### config.mk
export PLATFORM = sky130hd
export DESIGN_NAME = sswem_outq
export DESIGN_NICKNAME = d
export VERILOG_FILES = /design/src/hdl/sswem_pkg.sv /design/src/hdl/sswem_outq.sv
export SDC_FILE = /design/constraint.sdc
export NUM_CORES = 2
export LEC_CHECK = 0
export BUFFER_PORTS_ARGS = -buffer_cell sky130_fd_sc_hd__buf_2
export CAP_MARGIN = 20
export CORE_MARGIN = 2
export CORE_UTILIZATION = 45
export DETAILED_ROUTE_END_ITERATION = 8
export SLEW_MARGIN = 20
export SYNTH_ARGS = -nofsm -noshare
export SYNTH_HDL_FRONTEND = slang
export SYNTH_SLANG_ARGS = --single-unit
export TNS_END_PERCENT = 50
### constraint.sdc
create_clock -name clk -period 102 [get_ports clk]
set_clock_uncertainty 0.1 [all_clocks]
set_input_delay 25.5 -clock clk [delete_from_list [all_inputs] [get_ports clk]]
set_output_delay 25.5 -clock clk [all_outputs]
set_load 0.005 [all_outputs]
### src/hdl/sswem_pkg.sv
// Types, constants and helpers shared by the stereo window energy meter.
`timescale 1ns / 1ps

package sswem_pkg;

	localparam int SAMPLE_W = 24;
	localparam int MAG_W    = 24;
	localparam int SQ_W     = 2 * MAG_W - 1;
	localparam int SUM_W    = 62;
	localparam int TOTAL_W  = 64;
	localparam int COUNT_W  = 48;
	localparam int WL_W     = 16;
	localparam int QDEPTH   = 8;
	localparam int QPTR_W   = 3;
	localparam int QCNT_W   = QPTR_W + 1;

	localparam logic [WL_W-1:0] WL_RESET = 16'd14400;

	typedef logic signed [SAMPLE_W-1:0] sample_t;
	typedef logic [MAG_W-1:0]           mag_t;
	typedef logic [SQ_W-1:0]            sq_t;
	typedef logic [SUM_W-1:0]           sum_t;
	typedef logic [TOTAL_W-1:0]         total_t;
	typedef logic [COUNT_W-1:0]         count_t;

	localparam sum_t SUM_LIMIT = '1;

	typedef struct packed {
		logic valid;
		logic restart;
		logic full;
	} chan_ctl_t;

	typedef struct packed {
		sum_t   sum;
		sum_t   max;
		mag_t   peak;
		total_t total;
	} chan_stats_t;

	typedef struct packed {
		chan_stats_t left;
		chan_stats_t right;
		count_t      count;
		logic        window_full;
	} result_t;

	function automatic mag_t magnitude(input sample_t s);
		mag_t m;
		m = mag_t'(s);
		if (s[SAMPLE_W-1]) begin
			m = ~m + mag_t'(1);
		end
		return m;
	endfunction

endpackage

### src/hdl/sswem_outq.sv
// Result queue that decouples the statistics pipeline from the output word.
`timescale 1ns / 1ps

module sswem_outq import sswem_pkg::*; (
	input  logic    clk,
	input  logic    arst_n,
	input  logic    push,
	input  result_t push_data,
	input  logic    pop,
	output logic    valid,
	output result_t head
);
	result_t           mem_q [QDEPTH];
	logic [QPTR_W-1:0] wr_ptr_q, rd_ptr_q;
	logic [QCNT_W-1:0] cnt_q;
	logic              do_pop;

	assign valid  = cnt_q != '0;
	assign do_pop = pop && valid;
	assign head   = mem_q[rd_ptr_q];

	always_ff @(posedge clk) begin
		if (push) begin
			mem_q[wr_ptr_q] <= push_data;
		end
	end

	always_ff @(posedge clk or negedge arst_n) begin
		if (!arst_n) begin
			wr_ptr_q <= '0;
			rd_ptr_q <= '0;
			cnt_q    <= '0;
		end else begin
			if (push) begin
				wr_ptr_q <= wr_ptr_q + QPTR_W'(1);
			end
			if (do_pop) begin
				rd_ptr_q <= rd_ptr_q + QPTR_W'(1);
			end
			cnt_q <= cnt_q + QCNT_W'(push) - QCNT_W'(do_pop);
		end
	end

	a_no_overflow: assert property (@(posedge clk) disable iff (!arst_n)
		push |-> cnt_q != QCNT_W'(QDEPTH))
		else $error("result queue overflow");
endmodule

# Word-level counts from Yosys, hierarchy flattened
# Memory sizes are Yosys's and may differ from the RTL's.
# Index checks and enable logic that the tools add are counted.
# totals
register_bits	10
mem_bits_rw	3784
in_bits	477
out_inout_bits	474
elab_cells	12
n_memories	1
# memory_table
name	depth	width	rd	rd_ports_with_merged_regs	wr	line_no	source
mem_q	8	473	1	0	1	sswem_outq.sv:13	result_t mem_q [QDEPTH];
# classes
add_sub_neg	4
n_mux	2
reduce_logical	2
# ops
cell	count
$add A3 B1 Y3 const B	2
$add A4 B1 Y4	1
$reduce_bool A4 Y1	1
$sub A4 B1 Y4	1
$mux W1	2
$logic_and A1 B1 Y1	1

# Logic depth before layout (Yosys ltp)
# logic_depth
ltp_word	3
ltp_mapped	11
ltp_nobuf	11

# Least setup slack after synthesis
# No wires, ideal clock.
# synth_path
kind	input -> register
from	input push
to	memory mem_q[0][0] (netlist name) (enable)
setup_ps	1889
arrival_ps	57353
t_required_ps	100011
setup_slack_ps	42658
stages	2
path_buffers	0
path_cell_list	nand2b_1 > nor3_1
# synth_via
elab_chain_len	2
# synth_lines
item	line_no	source
from (decl)	sswem_outq.sv:7	input logic push,
$mux W1	sswem_outq.sv:23	if (push) begin
$mux W1 (not written as such)	sswem_outq.sv:24	mem_q[wr_ptr_q] <= push_data;
to (decl)	sswem_outq.sv:13	
# No other way between the ends.

==> results.toml <==
[layout]
areaGrowthSynthToFinish_pct = 15.6
final_nets = 7190
seq_area_sq_um = 114000
fill_cells = 24200
multi_input_area_sq_um = 27000
final_cell_area_sq_um = 165000
fin_cells = 11200
drive_gt1_frac = 0.430

[job]
maxCapViolations = 0

[power_and_ir_drop]
switching_share = 0.293
netSwitchingPower_uw = 1410
combPwrFrac = 0.296
peakVddDrop_mv = 0.0237
internal_power_uw = 3410
p_leak_uw = 0.0530
seq_power_share = 0.416
p_per_area_nw_per_um2 = 29.3
finalPower_uw = 4830
pwr-share-clk = 0.288

[synthesis]
ys_ff_latch = 3794
avgSynthCellArea_sq_um = 25.8
synth_edf_count = 3784
ys_types = 22
ys_seq_area_frac = 0.800
yosysTopAreaCell = "edfxtp_1"
synth_top_cell_area_share = 0.798
synth_cells = 5520
synth_area_sq_um = 142000
synthFlopType = "edfxtp_1"
mappedNetlistNets = 6005
synth_warnings = 0
yosysMostFrequentCell = "edfxtp_1"
ys_async_sr_fraction = 0.00264
ys_top_cells_by_count = "edfxtp_1, mux4_2, mux2_2, clkbuf_1, buf_6"
synthTopCellsByArea = "edfxtp_1, mux4_2, mux2_2"

[routing]
ant_nets = 0
drt_wl_total_um = 328000
wl_per_cell_um = 29.2
route.vias.total = 63100
drt_iter0_drc = 6240
drc = 0
routed_via_density = 5.62
firstDrtPassIters = 7

[floorplan]
core_sq_um = 315000
rows = 206
die_y_um = 567
num_io_pins = 951
die_w_um = 567
start_util = 0.452
dieArea_sq_um = 321000

[worst_setup_path]
timing.critical_path.mode_cell = "buf_4"
critPathSlowestCell = "dfrtp_4"
cpPeakStageDelay_ns = 1.02
cp.arrival_ns = 6.19
worst_setup_path_end_kind = "output port"
critical_path_class = "register to output port"
critPathMaxFanout = 53
path_buf_inv = 5
crit_chain = "buf_4, buf_4, buf_4, buf_4, mux2_2, buf_2"
crit_required_ns = 76.40
critPathTopFamily = "buffers and inverters"
start_kind = "register"

[placement]
dpl_cell_area_sq_um = 152000
dpl.cell_count = 10500
dp_hpwl_um = 187000
gp_congestion = 0.760
port_buffers = 950

[global_route]
grt_pass1_vias = 65200
antenna_found_initial = 199
grt_use_total = 0.201
grt_max_degree = 158
grt_overflow = 0
grt_pass1_wl_um = 472000

[clocking]
cts-root-buf = "clkbuf_16"
insertion_delay_ns = 0.91
cts_sinks = 3794
cts_tree = "yes"
post_cts_buffers = 0
cts_made_buffers = 391
htreeDepth = 5
path_clk_slew_ns = 0.06
clock_path_buffers = 4
post_cts_resized = 0
ctsHoldBuffers = 0

[timing]
fmax_ghz = 0.0315
period_minus_slack_ns = 31.79
slew_headroom = 0.182
tightest_slew_ns = 1.23
slew_viol_final = 0
rsz0062_at_grt = "no"
hold_viol_final = 0
setup_viol = 0
setup_tns_ns = 0
timing.final.crit_share = 0.312

[outcome]
status = "finished, final reports clean"

[worst_hold_path]
hold_class = "register to register"
[power groups by stage]
stage | combinational (uW) | sequential [uW] | clock (uW)
after global routing | 1530 | 2020 | 1490
after detailed placement | 1460 | 2040 | 0
final | 1430 | 2010 | 1390
after global placement | 1460 | 2030 | 0
after CTS | 1470 | 2010 | 1430
after floorplan | 909 | 2220 | 0
[worst reg2reg max path, cell delays in order, from the launching register on]
cell	delay, ns
dfrtp_1	0.40
nand2b_1	0.31
nor2_4	0.26
buf_12	0.64
buf_4	1.04
buf_4	0.79
[state kept, by name, indices dropped and copies added, names as in the netlist]
signal / count
wr_ptr_q: 3
mem_q: 3784
cnt_q: 4
rd_ptr_q: 3
[through the flow]
step                hold slack [ns]  utilization  worst slack (ns)
finish                        0.466        0.523             70.21
detailed placement            0.454        0.482             70.90
global route                  0.481        0.522             69.55
global placement              0.434        0.482             70.92
CTS                           0.470        0.522             69.86
floorplan                     0.417            -             42.66
[path summary, 6_finish.rpt]
kind | cells after the start | end | slack [ns] | startpoint
worst max-delay path | 6 | head[174] | 70.21 | rd_ptr_q[1]
worst min register to register | 1 | wr_ptr_q[1] | 0.47 | wr_ptr_q[1]
min in group asynchronous | 1 | cnt_q[1] | 24.33 | arst_n
worst max register to register | 5 | mem_q[4][383] | 97.97 | wr_ptr_q[1]
max in group asynchronous | 1 | wr_ptr_q[1] | 77.22 | arst_n
worst min-delay path | 1 | wr_ptr_q[1] | 0.47 | wr_ptr_q[1]
[area by class of cell]
type                       instances  area share
sequential                      3794       0.692
multi-input combinational       1454       0.164
clock buffer                     484      0.0619
timing repair buffer            1055      0.0351
tap                             4160      0.0316
clock inverter                   225      0.0145
antenna                           57    0.000867
inverter                           9    0.000205
[placed cells by master (no fill, tap or decap), drive strengths merged, types with 2 or more instances in the layout]
cell and count:
edfxtp 3784, buf 1055, mux4 946, clkbuf 484, mux2 475, clkinv 167
diode 57, bufinv 36, inv 22, dfrtp 10, clkinvlp 9, ha 7
nor2 6, xnor2 4, nand2 4, nand2b 3, xor2 2, nor3 2
[per-layer routing]
metal	vias to the layer above	track usage	wire, um
met5	-	0	969
met4	160	0.0497	7530
met3	643	0.0689	31200
met2	2061	0.313	155000
met1	33900	0.274	133000
li1	26400	-	-
[logic make-up (layout without fill, tap and decap cells)]
logic type / Yosys count / count (layout) / share of synthesized area
muxes: 1421 / 1421 / 0.187
xor gates and xnor gates: 6 / 6 / 0.000369
and+or+nand+nor: 17 / 17 / 0.000562
buffers and inverters: 272 / 1773 / 0.0113
other: 0 / 57 / 0
AOI/OAI and AO/OA: 2 / 2 / 0.0000879
adders and majority gates: 8 / 8 / 0.000756
DFF: 3794 / 3794 / 0.800
Note: power is estimated with default switching activity, not from simulation.
