[src/hdl/sswem_pkg.sv]
// Types, constants and helpers shared by the stereo window energy meter.
`timescale 1ns / 1ps

package sswem_pkg;

	localparam int SAMPLE_W = 24;
	localparam int MAG_W    = 24;
	localparam int SQ_W     = 2 * MAG_W - 1;
	localparam int SUM_W    = 62;
	localparam int TOTAL_W  = 64;
	localparam int COUNT_W  = 48;
	localparam int WL_W     = 16;
	localparam int QDEPTH   = 8;
	localparam int QPTR_W   = 3;
	localparam int QCNT_W   = QPTR_W + 1;

	localparam logic [WL_W-1:0] WL_RESET = 16'd14400;

	typedef logic signed [SAMPLE_W-1:0] sample_t;
	typedef logic [MAG_W-1:0]           mag_t;
	typedef logic [SQ_W-1:0]            sq_t;
	typedef logic [SUM_W-1:0]           sum_t;
	typedef logic [TOTAL_W-1:0]         total_t;
	typedef logic [COUNT_W-1:0]         count_t;

	localparam sum_t SUM_LIMIT = '1;

	typedef struct packed {
		logic valid;
		logic restart;
		logic full;
	} chan_ctl_t;

	typedef struct packed {
		sum_t   sum;
		sum_t   max;
		mag_t   peak;
		total_t total;
	} chan_stats_t;

	typedef struct packed {
		chan_stats_t left;
		chan_stats_t right;
		count_t      count;
		logic        window_full;
	} result_t;

	function automatic mag_t magnitude(input sample_t s);
		mag_t m;
		m = mag_t'(s);
		if (s[SAMPLE_W-1]) begin
			m = ~m + mag_t'(1);
		end
		return m;
	endfunction

endpackage

[src/hdl/sswem_chan.sv]
// Per-channel statistics pipeline: squares, window sum, max, peak, total.
`timescale 1ns / 1ps

module sswem_chan import sswem_pkg::*; (
	input  logic        clk,
	input  logic        arst_n,
	input  chan_ctl_t   ctl_s1,
	input  sample_t     sample_s1,
	input  sample_t     old_sample_s1,
	output chan_stats_t stats_s4
);
	mag_t                   mag_new, mag_old;
	logic [2*MAG_W-1:0]     prod_new, prod_old;
	sq_t                    sq_s2, osq_s2, sq_s3, osq_s3;
	mag_t                   mag_s2;
	logic                   valid_s2, valid_s3, valid_s4;
	logic                   rst_s2, rst_s3, rst_s4;
	logic signed [SQ_W:0]   diff_s2, diff_s3;
	mag_t                   peak_q, peak_base, peak_s4;
	total_t                 total_q, total_base, total_next, total_s4;
	logic [TOTAL_W:0]       total_add;
	sum_t                   sum_q, sum_base, sum_next;
	logic signed [SUM_W+1:0] sum_add;
	sum_t                   max_q, max_base, max_next;

	// s1: magnitudes and squares
	assign mag_new  = magnitude(sample_s1);
	assign mag_old  = magnitude(old_sample_s1);
	assign prod_new = mag_new * mag_new;
	assign prod_old = mag_old * mag_old;

	always_ff @(posedge clk or negedge arst_n) begin
		if (!arst_n) begin
			valid_s2 <= 1'b0;
			valid_s3 <= 1'b0;
			valid_s4 <= 1'b0;
		end else begin
			valid_s2 <= ctl_s1.valid;
			valid_s3 <= valid_s2;
			valid_s4 <= valid_s3;
		end
	end

	always_ff @(posedge clk) begin
		rst_s2  <= ctl_s1.restart;
		sq_s2   <= prod_new[SQ_W-1:0];
		osq_s2  <= ctl_s1.full ? prod_old[SQ_W-1:0] : '0;
		mag_s2  <= mag_new;
		rst_s3  <= rst_s2;
		sq_s3   <= sq_s2;
		osq_s3  <= osq_s2;
		diff_s3 <= diff_s2;
		rst_s4  <= rst_s3;
		peak_s4 <= peak_q;
		total_s4 <= total_q;
	end

	// s2: peak, total, square difference
	assign diff_s2    = $signed({1'b0, sq_s2}) - $signed({1'b0, osq_s2});
	assign peak_base  = rst_s2 ? '0 : peak_q;
	assign total_base = rst_s2 ? '0 : total_q;
	assign total_add  = {1'b0, total_base} + (TOTAL_W+1)'(sq_s2);
	assign total_next = total_add[TOTAL_W] ? '1 : total_add[TOTAL_W-1:0];

	// s3: window sum; old square leaves as the new one enters
	assign sum_base = rst_s3 ? '0 : sum_q;
	assign sum_add  = $signed({2'b00, sum_base}) + (SUM_W+2)'(diff_s3);
	always_comb begin
		if (sum_base > sum_t'(osq_s3)) begin
			sum_next = sum_add[SUM_W] ? SUM_LIMIT : sum_add[SUM_W-1:0];
		end else begin
			sum_next = sum_t'(sq_s3);
		end
	end

	// s4: window max
	assign max_base = rst_s4 ? '0 : max_q;
	assign max_next = (sum_q > max_base) ? sum_q : max_base;

	always_ff @(posedge clk or negedge arst_n) begin
		if (!arst_n) begin
			peak_q  <= '0;
			total_q <= '0;
			sum_q   <= '0;
			max_q   <= '0;
		end else begin
			if (valid_s2) begin
				peak_q  <= (mag_s2 > peak_base) ? mag_s2 : peak_base;
				total_q <= total_next;
			end
			if (valid_s3) begin
				sum_q <= sum_next;
			end
			if (valid_s4) begin
				max_q <= max_next;
			end
		end
	end

	assign stats_s4 = '{sum: sum_q, max: max_next, peak: peak_s4, total: total_s4};

	a_max_covers_sum: assert property (@(posedge clk) disable iff (!arst_n)
		valid_s4 |=> max_q >= $past(sum_q))
		else $error("window max below window sum");
endmodule

[config.mk]
export PLATFORM = sky130hd
export DESIGN_NAME = sswem_chan
export DESIGN_NICKNAME = d
export VERILOG_FILES = /design/src/hdl/sswem_pkg.sv /design/src/hdl/sswem_chan.sv
export SDC_FILE = /design/constraint.sdc
export NUM_CORES = 2
export LEC_CHECK = 0
export BUFFER_PORTS_ARGS = -buffer_cell sky130_fd_sc_hd__buf_2
export CAP_MARGIN = 40
export CORE_MARGIN = 3
export CORE_UTILIZATION = 50
export DETAILED_ROUTE_END_ITERATION = 10
export PLACE_DENSITY_LB_ADDON = 0.15
export SYNTH_ARGS = -nofsm -noshare
export SYNTH_HDL_FRONTEND = slang
export SYNTH_SLANG_ARGS = --single-unit
[constraint.sdc]
create_clock -name clk -period 3.7 [get_ports clk]
set_input_delay 0.185 -clock clk [delete_from_list [all_inputs] [get_ports clk]]
set_output_delay 0.185 -clock clk [all_outputs]
set_load 0.01 [all_outputs]
# ---- Yosys cells after proc, flatten, opt, wreduce, memory -nomap -nowiden
# Index checks and enable logic that the tools add are counted.
dict set report totals {
  input_bits 53
  output_inout_bits 212
  word_cells 41
  ff_bits 566
}
dict set report op_classes {
  magnitude_cmp 3
  multipliers 2
  addsub 5
  mux 11
  bitwise 2
}
# operator count
set op_table {}
lappend op_table {{2-to-1 mux 62 bit} 5}
lappend op_table {{2-to-1 mux 64 bit} 2}
lappend op_table {{2-to-1 mux 24 bit} 4}
lappend op_table {{multiplier 24 x 24 -> 47 bit} 2}
lappend op_table {{adder 64 x 47 -> 65 bit} 1}
lappend op_table {{adder 63 x 48 -> 63 bit} 1}
lappend op_table {{greater-than comparator 62 x 47 -> 1 bit} 1}
lappend op_table {{greater-than comparator 62 bit} 1}
lappend op_table {{adder 24 x 1 -> 24 bit, second input constant} 2}
lappend op_table {{inverter 24 bit} 2}
lappend op_table {{subtractor 47 x 47 -> 48 bit} 1}
lappend op_table {{greater-than comparator 24 bit} 1}

# ---- Longest topological paths before layout
dict set report depth {
  ltp_word 4
  ltp_mapped 37
  ltp_nobuf 35
}

# ---- Worst setup path before layout
# OpenSTA, ideal clock, no wires.
dict set report synth_timing {
  path_kind {input -> register}
  from {input old_sample_s1[0]}
  to {register osq_s2[45]}
  setup_slack_ns -5.245
  setup_time_ns 0.072
  path_buffers 4
  required_time_ns 3.628
  arrival_time_ns 8.874
  stages 32
  path_cell_list {clkbuf_1 > inv_1 > clkbuf_1 > ha_1 > nand3_1 > or3_1 > o41a_1 > xnor2_1 > clkbuf_1 > nor2_1 > fa_1 > fa_1 > inv_1 > fa_1 > inv_1 > fa_1 > fa_1 > inv_1 > fa_1 > inv_1 > fa_1 > ha_1 > clkbuf_1 > a21o_1 > a21oi_1 > or3b_2 > o311ai_0 > a21oi_1 > a41oi_1 > o21ai_0 > o21ai_0 > mux2i_1}
}
dict set report synth_via {
  elab_chain_len 4
}
# element line
set synth_lines {}
lappend synth_lines {{start: declaration} sswem_chan.sv:9} ;# input sample_t old_sample_s1,
lappend synth_lines {{inverter 24 bit} sswem_pkg.sv:52} ;# m = ~m + mag_t'(1);
lappend synth_lines {{adder 24 x 1 -> 24 bit} sswem_pkg.sv:52}
lappend synth_lines {{2-to-1 mux 24 bit *} sswem_pkg.sv:51} ;# if (s[SAMPLE_W-1]) begin
lappend synth_lines {{multiplier 24 x 24 -> 47 bit *} sswem_chan.sv:30} ;# assign prod_old = mag_old * mag_old;
lappend synth_lines {{end signal: assignment} sswem_chan.sv:47} ;# osq_s2 <= ctl_s1.full ? prod_old[SQ_W-1:0] : '0;
lappend synth_lines {{end: declaration} sswem_chan.sv:14} ;# sq_t sq_s2, osq_s2, sq_s3, osq_s3;
# Mark *: on every way between the ends. The rest lies on a longest branch, timed or not.
# A chain may end at the register's enable or synchronous reset.

# ---- Worst setup path in the final report
dict set report layout_timing {
  from {input sample_s1[7]}
  to {register sq_s2[45]}
}
dict set report layout_via {
  elab_chain_len 4
}
# element line
set layout_lines {}
lappend layout_lines {{start: declaration} sswem_chan.sv:8} ;# input sample_t sample_s1,
lappend layout_lines {{inverter 24 bit} sswem_pkg.sv:52}
lappend layout_lines {{adder 24 x 1 -> 24 bit} sswem_pkg.sv:52}
lappend layout_lines {{2-to-1 mux 24 bit *} sswem_pkg.sv:51}
lappend layout_lines {{multiplier 24 x 24 -> 47 bit *} sswem_chan.sv:29} ;# assign prod_new = mag_new * mag_new;
lappend layout_lines {{net prod_new[45]} sswem_chan.sv:13} ;# logic [2*MAG_W-1:0] prod_new, prod_old;
lappend layout_lines {{end signal: assignment} sswem_chan.sv:46} ;# sq_s2 <= prod_new[SQ_W-1:0];
lappend layout_lines {{end: declaration} sswem_chan.sv:14}
# The timed path passes the listed nets; every way through them passes the cells marked *.

==> metrics <==
chip height 358.3 µm; cell mode on critical path fa_1; WL per Instance 19.19 µm; GRT overflow 0; total track usage between 20% and 30%; max-slew violations 0; Hold WC Path Type input port to flop; initial core utilization 50.66%; Seq/Total Area, Yosys between 10% and 20%; vias in the first global route 55030; number of H-tree levels 2; CTS tree done; routed vias/inst 5.322; Async S/R FF share, synth between 30% and 40%; DR pass1 iterations 6; Hold Path Depth 4; max cap viols 0; # clock sinks 561; Worst Path Arrival 8.07 ns; # DRC 0; post-route clock skew 0.06357 ns; Post-synth top flop dfxtp_1; Worst Hold Launch sample_s1[22]; Top Ports 265; worst stage delay on the critical path 0.55 ns; post-synthesis register bit count 561; Tmin final 7.493 ns; final hold vios 0; Final Cycle Share 202.5%; EDFF count, synth 0; clock root buffer clkbuf_16; first-pass GRT wire length 299.6 mm; I/O Buffers around 260; Mapped Area 62070 µm²; row count 128; reg2reg start rst_s2; worst path required time 4.27 ns; area of the multi-input gates 47220 µm²; nature of the critical path endpoint flop; Via Count between 50000 and 60000; unrepaired setup endpoints after global routing true; Setup WS pre-CTS -4.689 ns; dpl hpwl 161.7 mm; Area Overhead vs Synth 30.55%; 1st-iter DRT viols 3922; FF-to-FF End peak_q[16]; Routed WL ~190 mm; area occupied by registers 12320 µm²; Fill cells between 9000 and 10000; Die Wd 358.3 µm; Setup WS post-layout -3.793 ns; Synth cell types 87; fraction of layout cells with a size suffix above 1 27.74%; FMAX 0.1335 GHz; nets 9843; Post-Synthesis Cells 6891; Worst Reg-to-Reg Cells 16; ANT nets after route 0; Setup crit start kind input port; number of synthesis warnings 0; mean area per synthesized cell about 9 µm²; setup slack, reg-to-reg -0.15 ns; GP Congestion 0.9670; worst hold path endpoint mag_s2[23]; Crit Path Max Fanout 4; antenna violations before repair 15; CTS clk-pin slew, worst paths ~0.070 ns; total core area 122500 µm²; commonest non-fill, non-tap cell in the layout inv_1; DIE AREA 128400 µm²; failing checks setup timing; cts bufs inserted 60; Clock Latency Late Sink 0.69 ns; Slew HR 48.24%; pin count of the biggest net entering global routing 89; status complete, but fails checks; most frequent cells in the layout 1254 x inv_1, 1155 x buf_4, 815 x fa_1; slowest CP cell fa_1; Max clock buf depth 3; Worst Max-Slew Pin Slew 0.7763 ns; Crit Path Class input port to flop; setup violators final ~210
==> routing by layer <==
layer | part of all wire, % | GRT usage [%] | routed length (µm)
met5 | 0.014 | 0 | 26
met2 | 46 | 48.65 | 88620
met3 | 6.7 | 4.058 | 12780
met4 | 3.4 | 8.882 | 6459
met1 | 44 | 41.61 | 83900
==> cell usage after synthesis (11+ instances only) <==
cell,instances,share of area (%)
o21ai_0,269,2.2
o21a_1,38,0.46
or3_1,23,0.23
and3_1,36,0.36
a21oi_1,287,2.3
o211ai_1,30,0.36
clkbuf_1,236,1.4
dfrtp_1,215,8.7
and4_1,12,0.17
a211oi_1,34,0.41
ha_1,620,12
nand3_1,99,0.80
o21bai_1,36,0.44
a21o_1,201,2.4
a211o_1,11,0.16
nand2b_1,114,1.1
a221oi_1,17,0.24
fa_1,855,28
dfxtp_1,346,11
inv_1,1347,8.1
a21boi_0,16,0.19
o2bb2ai_1,11,0.16
xnor2_1,155,2.2
nand2_1,605,3.7
mux2i_1,32,0.52
or2_2,15,0.15
nand4_1,66,0.67
and2_1,59,0.59
nor3_1,55,0.44
nor4_1,21,0.21
a31oi_1,67,0.68
o31ai_1,20,0.24
xor2_1,114,1.6
o41ai_1,13,0.18
nor2_1,454,2.7
a22o_1,62,0.87
o221ai_1,24,0.34
a41oi_1,13,0.18
nor2b_1,111,1.1
==> metrics by stage <==
| step | hold WS [ns] | cells | area, µm² | util [%] | setup TNS, ns |
|---|---|---|---|---|---|
| finish | 0.04745 | 9995 | 81030 | 66.14 | -259.50 |
| global route | 0.04099 | 9992 | 81030 | 66.13 | -304.59 |
| CTS | 0.0004560 | 9948 | 79230 | 64.67 | -263.26 |
| detailed placement | 0.2711 | 9769 | 75360 | 61.51 | -331.83 |
| global placement | 0.2693 | 9767 | 75310 | 61.47 | -327.31 |
| floorplan | -0.1106 | 6925 | 63800 | - | -257.32 |
==> cells by family after synthesis <==
family | Yosys count | share of synthesized area [%]
AO/OA/AOI/OAI | 1249 | 13.31
adder cells (fa/ha/maj) | 1475 | 40.07
multiplexers | 33 | 0.5342
buffers and inverters | 1600 | 9.704
XOR/XNOR | 269 | 3.796
flip-flops | 561 | 19.83
AND/OR/NAND/NOR | 1702 | 12.75
other | 2 | 0.01210
==> state kept, by name (all words and copies together), names as in the netlist, 24 cells and up <==
name / flops
total_q: 64
total_s4: 64
max_q: 62
sum_q: 62
diff_s3: 48
osq_s2: 46
osq_s3: 46
sq_s3: 46
sq_s2: 45
mag_s2: 24
peak_q: 24
peak_s4: 24
==> how the worst max path moves through the flow <==
stage / startpoint / to / slack (ns)
after detailed placement: sample_s1[8] / sq_s2[45] / -4.69
final: sample_s1[7] / sq_s2[45] / -3.79
after CTS: sample_s1[4] / sq_s2[45] / -3.75
after global placement: sample_s1[8] / sq_s2[45] / -4.59
after global routing: old_sample_s1[10] / osq_s2[37] / -4.07
after floorplan: old_sample_s1[0] / osq_s2[43] / -4.24
==> final cells by class <==
class | count | share of cell area [%]
Multi-Input combinational cell | 4764 | 58.27
Tap cell | 1625 | 2.509
Inverter | 1356 | 6.378
Antenna cell | 3 | 0.009264
Clock inverter | 32 | 0.4864
Timing Repair Buffer | 1572 | 15.05
Clock buffer | 82 | 2.092
Sequential cell | 561 | 15.20
==> critical path: cells and delay by family <==
family,cells,cell delay (ns)
fa+ha+maj,8,3.60
buf+inv,9,0.91
xor+xnor,2,0.29
simple gates,7,1.48
compound gates,8,1.55
==> timing repair <==
action | in CTS | in global routing
endpoints found under the hold margin | 92 | 0
hold buffers | 6 | 0
pin swaps | 156 | 268
setup endpoints to repair | 281 | 300
buffers inserted | 65 | 60
gates resized for setup | 288 | 395
Power is left out: the tool's default activity adds up to more than one toggle a clock period on the data nets, which glitch-free logic cannot reach.
